`config.mk`:
```
export PLATFORM = sky130hd
export DESIGN_NAME = positional_list_store_core_flat
export DESIGN_NICKNAME = d
export VERILOG_FILES = /design/src/rtl/plst_pkg.sv /design/src/rtl/plst_if.sv /design/src/rtl/plst_dpath.sv /design/src/rtl/plst_ctrl.sv /design/src/rtl/positional_list_store_core.sv /design/src/flat_wrapper.sv
export VERILOG_INCLUDE_DIRS = /design/src /design/src/rtl
export SDC_FILE = /design/constraint.sdc
export NUM_CORES = 2
export LEC_CHECK = 0
export BUFFER_PORTS_ARGS = -buffer_cell sky130_fd_sc_hd__buf_2
export CORE_MARGIN = 10
export CORE_UTILIZATION = 35
export DETAILED_ROUTE_END_ITERATION = 10
export PLACE_DENSITY_LB_ADDON = 0.2
export SLEW_MARGIN = 20
export SYNTH_ARGS = -nofsm -noshare
export SYNTH_HDL_FRONTEND = slang
export SYNTH_SLANG_ARGS = --single-unit
```
`constraint.sdc`:
```
create_clock -name clk_i -period 6.9 [get_ports clk_i]
set_input_delay 0.69 -clock clk_i [delete_from_list [all_inputs] [get_ports clk_i]]
set_output_delay 0.69 -clock clk_i [all_outputs]
set_load 0.1 [all_outputs]
```
`src/rtl/positional_list_store_core_macros.svh`:
```
// Assertion macros shared by the positional list store RTL.
// Depends on nothing; the asserting module supplies clk_i and rst_ni.
`ifndef POSITIONAL_LIST_STORE_CORE_MACROS_SVH
`define POSITIONAL_LIST_STORE_CORE_MACROS_SVH

// Checks a property on every rising edge outside reset.
`define PLST_ASSERT(lbl, prop, msg) \
  lbl: assert property (@(posedge clk_i) disable iff (!rst_ni) (prop)) else $error(msg);

// Checks a property on every rising edge, reset included.
`define PLST_ASSERT_ALWAYS(lbl, prop, msg) \
  lbl: assert property (@(posedge clk_i) (prop)) else $error(msg);

`endif

```
`src/rtl/plst_pkg.sv`:
```
// Package of the positional list store: sizes, codes and the command and
// status records between controller and datapath. Depends on nothing.
`timescale 1ns / 1ps

package plst_pkg;

  localparam int unsigned DEPTH    = 64;
  localparam int unsigned ADDR_W   = (DEPTH > 1) ? $clog2(DEPTH) : 1;
  localparam int unsigned CNT_W    = $clog2(DEPTH + 1);
  localparam int unsigned OP_W     = 2;
  localparam int unsigned POS_W    = 7;
  localparam int unsigned VAL_W    = 32;
  localparam int unsigned STATUS_W = 3;
  localparam int unsigned INDEX_W  = 6;
  localparam int unsigned COUNT_W  = 7;

  typedef logic [ADDR_W-1:0]       addr_t;
  typedef logic [CNT_W-1:0]        cnt_t;
  typedef logic [POS_W-1:0]        pos_t;
  typedef logic signed [VAL_W-1:0] val_t;
  typedef logic [INDEX_W-1:0]      index_t;
  typedef logic [COUNT_W-1:0]      count_t;

  localparam cnt_t DEPTH_C = cnt_t'(DEPTH);

  typedef enum logic [OP_W-1:0] {
    OP_INSERT = 2'd0,
    OP_DELETE = 2'd1,
    OP_SEARCH = 2'd2,
    OP_READ   = 2'd3
  } op_e;

  typedef enum logic [STATUS_W-1:0] {
    ST_OK        = 3'd0,
    ST_FULL      = 3'd1,
    ST_EMPTY     = 3'd2,
    ST_INVALID   = 3'd3,
    ST_NOT_FOUND = 3'd4
  } status_e;

  typedef enum logic [3:0] {
    S_IDLE,
    S_DECIDE,
    S_INS_CHK,
    S_INS_WR,
    S_DEL_CHK,
    S_DEL_WR,
    S_SRCH_CHK,
    S_SRCH_CMP,
    S_RD_RD,
    S_RD_EMIT,
    S_RESP
  } state_e;

  typedef enum logic [2:0] {
    PTR_HOLD,
    PTR_ZERO,
    PTR_COUNT,
    PTR_POS,
    PTR_INC,
    PTR_DEC
  } ptr_sel_e;

  typedef enum logic [1:0] {
    RD_AT,
    RD_BELOW,
    RD_ABOVE
  } rd_sel_e;

  typedef struct packed {
    logic     latch_in;
    ptr_sel_e ptr_sel;
    logic     rd_en;
    rd_sel_e  rd_sel;
    logic     wr_en;
    logic     wr_value;
    logic     cnt_inc;
    logic     cnt_dec;
    logic     st_load;
    status_e  st_code;
    logic     idx_keep;
    logic     out_load;
    logic     out_entry;
  } cmd_t;

  typedef struct packed {
    op_e  op;
    logic full;
    logic empty;
    logic pos_gt_cnt;
    logic pos_ge_cnt;
    logic ptr_gt_pos;
    logic ptr_next_lt_cnt;
    logic ptr_lt_cnt;
    logic ptr_last;
    logic match;
    logic out_free;
  } sts_t;

endpackage

```
`src/rtl/plst_if.sv`:
```
// Channel interfaces of the positional list store: request and result.
// Depends on plst_pkg for field widths.
`timescale 1ns / 1ps

interface plst_req_if;
  logic                                 valid;
  logic                                 ready;
  logic [plst_pkg::OP_W-1:0]            operation;
  logic [plst_pkg::POS_W-1:0]           position;
  logic signed [plst_pkg::VAL_W-1:0]    value;

  modport source (output valid, output operation, output position, output value,
                  input ready);
  modport sink (input valid, input operation, input position, input value,
                output ready);
endinterface

interface plst_res_if;
  logic                                 valid;
  logic                                 ready;
  logic [plst_pkg::STATUS_W-1:0]        status;
  logic [plst_pkg::INDEX_W-1:0]         index;
  logic signed [plst_pkg::VAL_W-1:0]    element;
  logic [plst_pkg::COUNT_W-1:0]         count;
  logic                                 last;

  modport source (output valid, output status, output index, output element,
                  output count, output last, input ready);
  modport sink (input valid, input status, input index, input element,
                input count, input last, output ready);
endinterface

```
`src/rtl/plst_dpath.sv`:
```
// Datapath of the positional list store: entry memory, count, walk pointer,
// operand registers and the result register. Depends on plst_pkg.
`timescale 1ns / 1ps

module plst_dpath (
  input  logic                              clk_i,
  input  logic                              rst_ni,
  input  plst_pkg::cmd_t                    cmd_i,
  output plst_pkg::sts_t                    sts_o,
  input  logic [plst_pkg::OP_W-1:0]         operation_i,
  input  logic [plst_pkg::POS_W-1:0]        position_i,
  input  logic signed [plst_pkg::VAL_W-1:0] value_i,
  input  logic                              res_ready_i,
  output logic                              res_valid_o,
  output logic [plst_pkg::STATUS_W-1:0]     status_o,
  output logic [plst_pkg::INDEX_W-1:0]      index_o,
  output logic signed [plst_pkg::VAL_W-1:0] element_o,
  output logic [plst_pkg::COUNT_W-1:0]      count_o,
  output logic                              last_o
);

  plst_pkg::val_t mem [plst_pkg::DEPTH];

  logic [plst_pkg::OP_W-1:0] op_q;
  plst_pkg::pos_t            pos_q;
  plst_pkg::val_t            val_q;
  plst_pkg::cnt_t            cnt_q, cnt_d;
  plst_pkg::cnt_t            ptr_q, ptr_d;
  plst_pkg::cnt_t            ptr_inc, ptr_dec;
  plst_pkg::val_t            rdata_q;
  plst_pkg::addr_t           rd_addr;
  plst_pkg::status_e         st_q;
  plst_pkg::cnt_t            ridx_q;
  logic                      res_valid_q, res_valid_d;
  logic [plst_pkg::STATUS_W-1:0] res_status_q;
  plst_pkg::index_t          res_index_q;
  plst_pkg::val_t            res_element_q;
  plst_pkg::count_t          res_count_q;
  logic                      res_last_q;
  logic                      last_entry;

  assign ptr_inc    = plst_pkg::cnt_t'(ptr_q + 1'b1);
  assign ptr_dec    = plst_pkg::cnt_t'(ptr_q - 1'b1);
  assign last_entry = (ptr_inc == cnt_q);

  always_ff @(posedge clk_i) begin
    if (cmd_i.latch_in) begin
      op_q  <= operation_i;
      pos_q <= position_i;
      val_q <= value_i;
    end
  end

  always_comb begin
    case (cmd_i.rd_sel)
      plst_pkg::RD_BELOW: rd_addr = plst_pkg::addr_t'(ptr_dec);
      plst_pkg::RD_ABOVE: rd_addr = plst_pkg::addr_t'(ptr_inc);
      default:            rd_addr = plst_pkg::addr_t'(ptr_q);
    endcase
  end

  always_ff @(posedge clk_i) begin
    if (cmd_i.wr_en) begin
      mem[plst_pkg::addr_t'(ptr_q)] <= cmd_i.wr_value ? val_q : rdata_q;
    end
  end

  always_ff @(posedge clk_i) begin
    if (cmd_i.rd_en) begin
      rdata_q <= mem[rd_addr];
    end
  end

  always_comb begin
    case (cmd_i.ptr_sel)
      plst_pkg::PTR_ZERO:  ptr_d = '0;
      plst_pkg::PTR_COUNT: ptr_d = cnt_q;
      plst_pkg::PTR_POS:   ptr_d = plst_pkg::cnt_t'(pos_q);
      plst_pkg::PTR_INC:   ptr_d = ptr_inc;
      plst_pkg::PTR_DEC:   ptr_d = ptr_dec;
      default:             ptr_d = ptr_q;
    endcase
  end

  always_comb begin
    cnt_d = cnt_q;
    if (cmd_i.cnt_inc) begin
      cnt_d = plst_pkg::cnt_t'(cnt_q + 1'b1);
    end else if (cmd_i.cnt_dec) begin
      cnt_d = plst_pkg::cnt_t'(cnt_q - 1'b1);
    end
  end

  always_ff @(posedge clk_i or negedge rst_ni) begin
    if (!rst_ni) begin
      cnt_q <= '0;
      ptr_q <= '0;
    end else begin
      cnt_q <= cnt_d;
      ptr_q <= ptr_d;
    end
  end

  always_ff @(posedge clk_i) begin
    if (cmd_i.st_load) begin
      st_q   <= cmd_i.st_code;
      ridx_q <= cmd_i.idx_keep ? ptr_q : '0;
    end
  end

  assign res_valid_d = cmd_i.out_load ? 1'b1 : (res_ready_i ? 1'b0 : res_valid_q);

  always_ff @(posedge clk_i or negedge rst_ni) begin
    if (!rst_ni) begin
      res_valid_q <= 1'b0;
    end else begin
      res_valid_q <= res_valid_d;
    end
  end

  always_ff @(posedge clk_i) begin
    if (cmd_i.out_load) begin
      res_count_q <= plst_pkg::count_t'(cnt_q);
      if (cmd_i.out_entry) begin
        res_status_q  <= plst_pkg::ST_OK;
        res_index_q   <= plst_pkg::index_t'(ptr_q);
        res_element_q <= rdata_q;
        res_last_q    <= last_entry;
      end else begin
        res_status_q  <= st_q;
        res_index_q   <= plst_pkg::index_t'(ridx_q);
        res_element_q <= '0;
        res_last_q    <= 1'b1;
      end
    end
  end

  assign res_valid_o = res_valid_q;
  assign status_o    = res_status_q;
  assign index_o     = res_index_q;
  assign element_o   = res_element_q;
  assign count_o     = res_count_q;
  assign last_o      = res_last_q;

  always_comb begin
    sts_o.op              = plst_pkg::op_e'(op_q);
    sts_o.full            = (cnt_q >= plst_pkg::DEPTH_C);
    sts_o.empty           = (cnt_q == '0);
    sts_o.pos_gt_cnt      = (pos_q > plst_pkg::pos_t'(cnt_q));
    sts_o.pos_ge_cnt      = (pos_q >= plst_pkg::pos_t'(cnt_q));
    sts_o.ptr_gt_pos      = (plst_pkg::pos_t'(ptr_q) > pos_q);
    sts_o.ptr_next_lt_cnt = (ptr_inc < cnt_q);
    sts_o.ptr_lt_cnt      = (ptr_q < cnt_q);
    sts_o.ptr_last        = last_entry;
    sts_o.match           = (rdata_q == val_q);
    sts_o.out_free        = !res_valid_q || res_ready_i;
  end

endmodule

```
`src/rtl/plst_ctrl.sv`:
```
// Controller of the positional list store: sequences the shift, search and
// read-out walks over the datapath. Depends on plst_pkg and the macro header.
`timescale 1ns / 1ps
`include "positional_list_store_core_macros.svh"

module plst_ctrl (
  input  logic           clk_i,
  input  logic           rst_ni,
  input  logic           req_valid_i,
  output logic           req_ready_o,
  input  plst_pkg::sts_t sts_i,
  output plst_pkg::cmd_t cmd_o
);

  plst_pkg::state_e state_q, state_d;

  always_ff @(posedge clk_i or negedge rst_ni) begin
    if (!rst_ni) begin
      state_q <= plst_pkg::S_IDLE;
    end else begin
      state_q <= state_d;
    end
  end

  always_comb begin
    state_d          = state_q;
    req_ready_o      = 1'b0;
    cmd_o.latch_in   = 1'b0;
    cmd_o.ptr_sel    = plst_pkg::PTR_HOLD;
    cmd_o.rd_en      = 1'b0;
    cmd_o.rd_sel     = plst_pkg::RD_AT;
    cmd_o.wr_en      = 1'b0;
    cmd_o.wr_value   = 1'b0;
    cmd_o.cnt_inc    = 1'b0;
    cmd_o.cnt_dec    = 1'b0;
    cmd_o.st_load    = 1'b0;
    cmd_o.st_code    = plst_pkg::ST_OK;
    cmd_o.idx_keep   = 1'b0;
    cmd_o.out_load   = 1'b0;
    cmd_o.out_entry  = 1'b0;

    case (state_q)
      plst_pkg::S_IDLE: begin
        req_ready_o    = 1'b1;
        cmd_o.latch_in = req_valid_i;
        if (req_valid_i) begin
          state_d = plst_pkg::S_DECIDE;
        end
      end
      plst_pkg::S_DECIDE: begin
        case (sts_i.op)
          plst_pkg::OP_INSERT: begin
            if (sts_i.full) begin
              cmd_o.st_load = 1'b1;
              cmd_o.st_code = plst_pkg::ST_FULL;
              state_d       = plst_pkg::S_RESP;
            end else if (sts_i.pos_gt_cnt) begin
              cmd_o.st_load = 1'b1;
              cmd_o.st_code = plst_pkg::ST_INVALID;
              state_d       = plst_pkg::S_RESP;
            end else begin
              cmd_o.ptr_sel = plst_pkg::PTR_COUNT;
              state_d       = plst_pkg::S_INS_CHK;
            end
          end
          plst_pkg::OP_DELETE: begin
            if (sts_i.empty) begin
              cmd_o.st_load = 1'b1;
              cmd_o.st_code = plst_pkg::ST_EMPTY;
              state_d       = plst_pkg::S_RESP;
            end else if (sts_i.pos_ge_cnt) begin
              cmd_o.st_load = 1'b1;
              cmd_o.st_code = plst_pkg::ST_INVALID;
              state_d       = plst_pkg::S_RESP;
            end else begin
              cmd_o.ptr_sel = plst_pkg::PTR_POS;
              state_d       = plst_pkg::S_DEL_CHK;
            end
          end
          plst_pkg::OP_SEARCH: begin
            cmd_o.ptr_sel = plst_pkg::PTR_ZERO;
            state_d       = plst_pkg::S_SRCH_CHK;
          end
          default: begin
            if (sts_i.empty) begin
              cmd_o.st_load = 1'b1;
              cmd_o.st_code = plst_pkg::ST_EMPTY;
              state_d       = plst_pkg::S_RESP;
            end else begin
              cmd_o.ptr_sel = plst_pkg::PTR_ZERO;
              state_d       = plst_pkg::S_RD_RD;
            end
          end
        endcase
      end
      plst_pkg::S_INS_CHK: begin
        if (sts_i.ptr_gt_pos) begin
          cmd_o.rd_en  = 1'b1;
          cmd_o.rd_sel = plst_pkg::RD_BELOW;
          state_d      = plst_pkg::S_INS_WR;
        end else begin
          cmd_o.wr_en    = 1'b1;
          cmd_o.wr_value = 1'b1;
          cmd_o.cnt_inc  = 1'b1;
          cmd_o.st_load  = 1'b1;
          state_d        = plst_pkg::S_RESP;
        end
      end
      plst_pkg::S_INS_WR: begin
        cmd_o.wr_en   = 1'b1;
        cmd_o.ptr_sel = plst_pkg::PTR_DEC;
        state_d       = plst_pkg::S_INS_CHK;
      end
      plst_pkg::S_DEL_CHK: begin
        if (sts_i.ptr_next_lt_cnt) begin
          cmd_o.rd_en  = 1'b1;
          cmd_o.rd_sel = plst_pkg::RD_ABOVE;
          state_d      = plst_pkg::S_DEL_WR;
        end else begin
          cmd_o.cnt_dec = 1'b1;
          cmd_o.st_load = 1'b1;
          state_d       = plst_pkg::S_RESP;
        end
      end
      plst_pkg::S_DEL_WR: begin
        cmd_o.wr_en   = 1'b1;
        cmd_o.ptr_sel = plst_pkg::PTR_INC;
        state_d       = plst_pkg::S_DEL_CHK;
      end
      plst_pkg::S_SRCH_CHK: begin
        if (sts_i.ptr_lt_cnt) begin
          cmd_o.rd_en = 1'b1;
          state_d     = plst_pkg::S_SRCH_CMP;
        end else begin
          cmd_o.st_load = 1'b1;
          cmd_o.st_code = plst_pkg::ST_NOT_FOUND;
          state_d       = plst_pkg::S_RESP;
        end
      end
      plst_pkg::S_SRCH_CMP: begin
        if (sts_i.match) begin
          cmd_o.st_load  = 1'b1;
          cmd_o.idx_keep = 1'b1;
          state_d        = plst_pkg::S_RESP;
        end else begin
          cmd_o.ptr_sel = plst_pkg::PTR_INC;
          state_d       = plst_pkg::S_SRCH_CHK;
        end
      end
      plst_pkg::S_RD_RD: begin
        cmd_o.rd_en = 1'b1;
        state_d     = plst_pkg::S_RD_EMIT;
      end
      plst_pkg::S_RD_EMIT: begin
        if (sts_i.out_free) begin
          cmd_o.out_load  = 1'b1;
          cmd_o.out_entry = 1'b1;
          if (sts_i.ptr_last) begin
            state_d = plst_pkg::S_IDLE;
          end else begin
            cmd_o.ptr_sel = plst_pkg::PTR_INC;
            state_d       = plst_pkg::S_RD_RD;
          end
        end
      end
      plst_pkg::S_RESP: begin
        if (sts_i.out_free) begin
          cmd_o.out_load = 1'b1;
          state_d        = plst_pkg::S_IDLE;
        end
      end
      default: begin
        state_d = plst_pkg::S_IDLE;
      end
    endcase
  end

  `PLST_ASSERT(a_load_needs_free_slot, cmd_o.out_load |-> sts_i.out_free,
               "result register loaded while still occupied")
  `PLST_ASSERT(a_no_insert_when_full, cmd_o.cnt_inc |-> !sts_i.full,
               "count raised on a full list")
  `PLST_ASSERT(a_no_delete_when_empty, cmd_o.cnt_dec |-> !sts_i.empty,
               "count lowered on an empty list")
  `PLST_ASSERT(a_last_entry_ends_walk,
               (cmd_o.out_entry && sts_i.ptr_last && cmd_o.out_load)
               |=> (state_q == plst_pkg::S_IDLE),
               "read-out did not end after the last entry")
  `PLST_ASSERT_ALWAYS(a_ready_only_idle,
                      req_ready_o |-> (state_q == plst_pkg::S_IDLE),
                      "request taken outside the idle state")

endmodule

```
`src/rtl/positional_list_store_core.sv`:
```
// Top level of the positional list store: joins the controller and the
// datapath. Depends on plst_pkg, plst_if, plst_ctrl and plst_dpath.
//
// The block keeps an ordered list of up to 64 signed 32-bit entries.
// Requests arrive on req_i (operation, position, value) and results leave on
// res_o (status, index, element, count, last); each is a valid/ready channel
// and a transfer happens at a rising edge with valid and ready both high.
// Insert, delete and search give one result; read-out gives one result per
// entry with last set on the final one, or a single empty status.
// One request is worked on at a time. Insert and delete shift the entries
// between the position and the end, one read and one write per step;
// search reads one entry per step from the front, and read-out reads and
// emits one entry per step. A finished result sits in the result register,
// so the next request is taken while it waits. When the receiver stalls,
// walks that emit results wait with the pointer held. Reset clears the
// count, so the list starts empty; no clearing pass.
`timescale 1ns / 1ps

module positional_list_store_core (
  input logic        clk_i,
  input logic        rst_ni,
  plst_req_if.sink   req_i,
  plst_res_if.source res_o
);

  plst_pkg::cmd_t cmd;
  plst_pkg::sts_t sts;

  plst_ctrl u_ctrl (
    .clk_i       (clk_i),
    .rst_ni      (rst_ni),
    .req_valid_i (req_i.valid),
    .req_ready_o (req_i.ready),
    .sts_i       (sts),
    .cmd_o       (cmd)
  );

  plst_dpath u_dpath (
    .clk_i       (clk_i),
    .rst_ni      (rst_ni),
    .cmd_i       (cmd),
    .sts_o       (sts),
    .operation_i (req_i.operation),
    .position_i  (req_i.position),
    .value_i     (req_i.value),
    .res_ready_i (res_o.ready),
    .res_valid_o (res_o.valid),
    .status_o    (res_o.status),
    .index_o     (res_o.index),
    .element_o   (res_o.element),
    .count_o     (res_o.count),
    .last_o      (res_o.last)
  );

endmodule
```
`src/flat_wrapper.sv`:
```
// flat-port wrapper written by rule: the top's interface ports become plain ports
module positional_list_store_core_flat 
  (clk_i, rst_ni, req_i_valid, req_i_operation, req_i_position, req_i_value, req_i_ready, res_o_valid, res_o_status, res_o_index, res_o_element, res_o_count, res_o_last, res_o_ready);
  plst_req_if req_i_i ();
  plst_res_if res_o_i ();
  input logic clk_i;
  input logic rst_ni;
  input wire logic [$bits(req_i_i.valid)-1:0] req_i_valid;
  input wire logic [$bits(req_i_i.operation)-1:0] req_i_operation;
  input wire logic [$bits(req_i_i.position)-1:0] req_i_position;
  input wire logic [$bits(req_i_i.value)-1:0] req_i_value;
  output wire logic [$bits(req_i_i.ready)-1:0] req_i_ready;
  output wire logic [$bits(res_o_i.valid)-1:0] res_o_valid;
  output wire logic [$bits(res_o_i.status)-1:0] res_o_status;
  output wire logic [$bits(res_o_i.index)-1:0] res_o_index;
  output wire logic [$bits(res_o_i.element)-1:0] res_o_element;
  output wire logic [$bits(res_o_i.count)-1:0] res_o_count;
  output wire logic [$bits(res_o_i.last)-1:0] res_o_last;
  input wire logic [$bits(res_o_i.ready)-1:0] res_o_ready;
  assign req_i_i.valid = req_i_valid;
  assign req_i_i.operation = req_i_operation;
  assign req_i_i.position = req_i_position;
  assign req_i_i.value = req_i_value;
  assign req_i_ready = req_i_i.ready;
  assign res_o_valid = res_o_i.valid;
  assign res_o_status = res_o_i.status;
  assign res_o_index = res_o_i.index;
  assign res_o_element = res_o_i.element;
  assign res_o_count = res_o_i.count;
  assign res_o_last = res_o_i.last;
  assign res_o_i.ready = res_o_ready;
  positional_list_store_core u_core (.clk_i(clk_i), .rst_ni(rst_ni), .req_i(req_i_i), .res_o(res_o_i));
endmodule
```
Yosys cells after proc, flatten, opt, wreduce, memory -nomap -nowiden --
Memories as Yosys holds them, arrays and structs flattened. A register that Yosys moved wholly into a read port is not among the register bits. Index checks and enable logic that the tools add are counted.
Word-level totals: register bits after elaboration 118, memory bits (writable) 2048, memories 1, output and inout bits 51, word-level logic and storage cells 122, bits of input ports 45
Cells by class: add/sub/neg operators 4, magnitude comparators 6, muxes and demuxes 63, reduce and logical (&&, ||, !) cells 10, eq/ne operators 24
Memories:
- u_core.u_dpath.mem | words 64, width 32, read ports 1, clocked after Yosys merged registers in 1, write ports 1, RTL line plst_dpath.sv:22 | plst_pkg::val_t mem [plst_pkg::DEPTH];
Operators by type and width (number):
- $mux 4 | 18
- $pmux 4 s11 | 1
- $pmux 7 s5 | 1
- $eq 32x32->1 | 1
- $mux 32 | 1
- $pmux 4 s3 | 2
- $mux 3 | 6
- $eq 4x3->1 const B | 4
- $mux 2 | 8
- $pmux 3 s5 | 1
- $add 7x1->7 const B | 2
- $gt 7x7->1 | 2
- $lt 7x7->1 | 2
- $mux 1 | 14
- $mux 7 | 2
- $sub 7x1->7 const B | 2
- $eq 4x4->1 const B | 3
- $pmux 6 s2 | 1
- $pmux 3 s3 | 1
- $eq 4x2->1 const B | 2
- $eq 7x7->1 | 1
- $ge 7x7->1 | 1
- $ge 7x7->1 const B | 1
- $logic_not 7->1 | 1
- 22 further kinds | 29

Longest topological paths before layout --
word-level depth 7, gate-level depth with buffers 27, mapped depth without buffers 20

Modules after synthesis --
A second synthesis with hierarchy kept.
Second synthesis, totals: cells, all modules 4259, area total of the unflattened synthesis 85877.4 µm²
By module, submodules not included:
- plst_dpath | cells each 4172, seq. area each 65808.1 µm², area each 85265.5 µm², times used 1
- plst_ctrl | cells each 87, seq. area each 100.1 µm², area each 611.8 µm², times used 1

Worst setup path after synthesis --
OpenSTA, ideal clock, no wires.
kind register to register, start point reg u_core.u_dpath.ptr_q[0], end point reg u_core.u_dpath.rdata_q[17], read port of u_core.u_dpath.mem (data pin), path buffers 6, required time 6634 ps, setup time 266 ps, slack 2018 ps, cell stages (with the launch flop) 24, arrival time 4616 ps, period minus slack after synthesis 4882 ps, cells stage by stage dfrtp_1 > clkbuf_1 > inv_1 > ha_1 > ha_1 > a21o_1 > a21oi_1 > o21ai_0 > nor2_1 > and3_1 > inv_1 > ha_1 > clkbuf_1 > nand2_1 > o21ai_0 > buf_2 > buf_2 > clkbuf_1 > clkbuf_1 > mux4_2 > a22oi_1 > nand4_1 > nand4_1 > a31oi_1
On the way: cells in the longest elaborated chain, start to end 6, elaborated cells between the ends (all ways) 13, those cells by class add/sub: 2; order compare: 3; eq/ne: 2; mux: 6
RTL lines:
- from (decl) | RTL line plst_dpath.sv:28 | plst_pkg::cnt_t ptr_q, ptr_d;
- from (signal assigned) | RTL line plst_dpath.sv:100 | ptr_q <= ptr_d;
- $add 7x1->7 | RTL line plst_dpath.sv:42 | assign ptr_inc = plst_pkg::cnt_t'(ptr_q + 1'b1);
- $lt 7x7->1 | RTL line plst_dpath.sv:152 | sts_o.ptr_next_lt_cnt = (ptr_inc < cnt_q);
- $mux 3 | RTL line plst_ctrl.sv:115 | if (sts_i.ptr_next_lt_cnt) begin
- $pmux 2 s2 | RTL line plst_ctrl.sv:42 | case (state_q)
- $eq 2x2->1 / $eq 2x1->1 (equally long branches) | RTL line plst_dpath.sv:55 | case (cmd_i.rd_sel)
- $pmux 6 s2 | RTL line plst_dpath.sv:55
- to (decl) | RTL line plst_dpath.sv:30 | plst_pkg::val_t rdata_q;
Several ways; a longest one is shown, not always the timed one. A chain may end at the register's enable or synchronous reset.

Worst setup path in the final report --
start point reg u_core.u_dpath.ptr_q[1], end point reg u_core.u_dpath.rdata_q[2], read port of u_core.u_dpath.mem (data pin)
Same word-level chain as after synthesis.

==> flow_summary.ini <==
[status]
status = complete, no violations

[power_and_ir_drop]
power.total_w = 0.0438
power_density_nw_per_um2 = 433
p_leak_nw = 32.9
irDropWorstVdd_uv = 305

[place]
placed_area_sq_um = 93700
port_buffers = 95
dpl.hpwl_mm = 162
pre_cts_ws_ns = 0.294
gp_congestion = 0.853

[clock_network]
cts_buffers = 224
cts-root-buf = clkbuf_16
clk-insertion-delay-late_ns = 0.88
clkTransAtPathRegs_ns = 0.06
htreeDepth = 4
cts_buffer_depth = 3
cts.sinks = 2198
cts_tree = done

[sta]
slew_viol_final = 0
finalCritPeriodShare = 0.961
worst_slew_pin_slew_ns = 1.16
max-slew-margin-rel = 0.224
finClkSkew_ns = 0.0330
hold_viol = 0
finalSetupViolCount = 0
setup_tns_ns = 0
period_needed_ns = 6.63
rsz0062_at_grt = no
max_freq_ghz = 0.151
timing.final.ws_setup_ns = 0.267

[job]
cap_viol_max_count = 0

[synth]
syn-num-nets = 5739
ys_async_sr_fraction = 0.00864
syn_inst = 5656
synth.most_common_cell = edfxtp_1
ys_warn_count = 0
netlist_area_sq_um = 87500
ys_seq_area_frac = 0.753
ys_types = 75
synth_edf_count = 2179
synth_top_area_frac = 0.748
avgSynthCellArea_sq_um = 15.5
ys_ff_latch = 2198
netlist_top_cells_area = edfxtp_1 (75%), nand2_1 (4.9%), mux4_2 (2.8%)
ys.flop_type = edfxtp_1
ys_top_cells_by_count = edfxtp_1 (2179), nand2_1 (1146), nand3_1 (339), mux2i_1 (243), clkbuf_1 (221)
yosys.area.top_type = edfxtp_1

[global_routing]
antenna_found_initial = 9
grt-ovfl-total = 0
grt_pass1_vias = 50500
grt_usage = 0.193
grt_max_degree = 139
grt_pass1_wl_mm = 385

[die]
core_sq_um = 249000
io_pins = 96
fp.dieW_um = 520
rows = 183
start_util = 0.352
dieArea_sq_um = 270000
die_h_um = 520

[route]
drt_drc_violations_left = 0
drtPass1Iterations = 6
initialDrtViolationCount = 5766
finalWirelength_mm = 269
num_vias = 52000
drtAntennaViolNets = 0
vias_per_cell = 5.51
wire_per_inst_um = 28.6

[layout]
register_area_sq_um = 65900
syn_to_final_growth_pct = 15.6
fin_nets = 6001
fillCellCount = 22700
finalInstanceArea_sq_um = 101000
multi_input_area_sq_um = 20600
layout-drive-gt1-share = 0.153
utilization = 0.407

[worst_setup_path]
path_cells = ha_1 > nand3_1 > xnor2_1 > ha_1 > a21oi_1 > nor2b_1 > o21ai_0 > o21ai_0 > nor2_1 > and3_1 > inv_1 > ha_1 > buf_4 > or4_1 > and2_1 > nor3_1 > buf_4 > a21boi_1 > nor4_1
worst-endpoint-required_ns = 7.48
setup.worst_path.start_class = register
crit_path_end_kind = register
worst_path_largest_cell_delay_ns = 0.84
criticalPathCategory = reg -> reg
cp.arrival_ns = 7.21
crit_slowest_cell = a21boi_1
crit_fanout = 12
crit_top_cell = ha_1

[worst_hold_path]
hp-class = in -> reg
## cell type report
type | instances | share of cell area
Sequential cell | 2198 | 0.652
Multi-Input combinational cell | 3060 | 0.204
Clock buffer | 289 | 0.0585
Tap cell | 3330 | 0.0412
Timing Repair Buffer | 403 | 0.0340
Clock inverter | 123 | 0.00938
Inverter | 31 | 0.00115
Antenna cell | 5 | 0.000124
## logic make-up (layout without fill, tap and decap cells)
| logic type | count (synthesis) | count (layout) | synth area share |
|---|---|---|---|
| flip-flops | 2198 | 2198 | 0.753 |
| AND/OR/NAND/NOR | 1910 | 1910 | 0.0962 |
| AO/OA/AOI/OAI | 670 | 670 | 0.0599 |
| buffers and inverters | 398 | 846 | 0.0186 |
| multiplexers | 394 | 394 | 0.0616 |
| XOR/XNOR | 48 | 48 | 0.00481 |
| adder cells (fa/ha/maj) | 38 | 38 | 0.00552 |
| other | 0 | 5 | 0 |
## power breakdown
| group | internal, W | switching, W | total (W) |
|---|---|---|---|
| sequential | 0.0177 | 0.000648 | 0.0184 |
| clock | 0.00643 | 0.00509 | 0.0115 |
| combinational | 0.00387 | 0.0100 | 0.0139 |
| total | 0.0280 | 0.0157 | 0.0438 |
## path summary, 6_finish.rpt
kind | start | endpoint | slack, ns | cells after the start
max reg2reg | u_core.u_dpath.ptr_q[1] | u_core.u_dpath.rdata_q[2] | 0.27 | 19
max in group asynchronous | rst_ni | u_core.u_dpath.cnt_q[0] | 6.12 | 2
min in group asynchronous | rst_ni | u_core.u_dpath.res_valid_o | 0.40 | 2
min | req_i_valid | u_core.u_ctrl.state_q[0] | 0.22 | 3
max | u_core.u_dpath.ptr_q[1] | u_core.u_dpath.rdata_q[2] | 0.27 | 19
min reg2reg | u_core.u_dpath.st_q[1] | u_core.u_dpath.status_o[1] | 0.56 | 1
## critical path: cells and delay by family (launching register included)
| kind | cells | cell delay (ns) |
|---|---|---|
| compound gates | 4 | 1.29 |
| xor+xnor | 1 | 0.34 |
| fa+ha+maj | 3 | 1.02 |
| buf+inv | 3 | 0.58 |
| flops | 1 | 0.60 |
| simple gates | 8 | 2.49 |
## sequential cells by signal, indices dropped and copies added, names as in the netlist, 4 cells and up
signal                    cells
u_core.u_dpath.mem         2048
u_core.u_dpath.index_o        6
u_core.u_dpath.ridx_q         6
u_core.u_dpath.ptr_q          7
u_core.u_ctrl.state_q         4
u_core.u_dpath.val_q         32
u_core.u_dpath.pos_q          7
u_core.u_dpath.cnt_q          7
u_core.u_dpath.element_o     32
u_core.u_dpath.count_o        7
u_core.u_dpath.rdata_q       32
## per-layer routing
metal / vias up / part of all wire / track usage
met5: - / 0 / 0
met4: 0 / 0.024 / 0.0518
met3: 333 / 0.070 / 0.0315
met2: 1938 / 0.46 / 0.305
met1: 27200 / 0.44 / 0.277
li1: 22500 / - / -
## placed cells by master (no fill, tap or decap), types with 36 or more instances in the layout
cell	count
a211oi_1	119
clkinv_2	40
a21oi_1	43
nand3_1	337
and2_1	36
buf_12	40
mux2i_1	243
a311oi_1	103
clkinv_1	51
mux4_2	110
and3_1	155
a31oi_1	71
edfxtp_1	2179
clkbuf_16	226
buf_2	95
ha_1	37
dlygate4sd3_1	42
nand2_1	1144
a221oi_1	47
clkbuf_1	61
nor2_4	73
a32oi_1	90
buf_4	223
## timing repair
item	CTS	global route
endpoints found under the setup margin	0	3
endpoints found under the hold margin	60	0
hold buffers	42	0
setup buffers	0	7
resized for setup	0	2
## metrics by stage
step,hold slack (ns),instances
floorplan,0.394,5656
global placement,0.540,8965
detailed placement,0.543,8970
CTS,0.145,9424
global route,0.220,9435
finish,0.224,9439
Power figures use the tool's default switching activity.
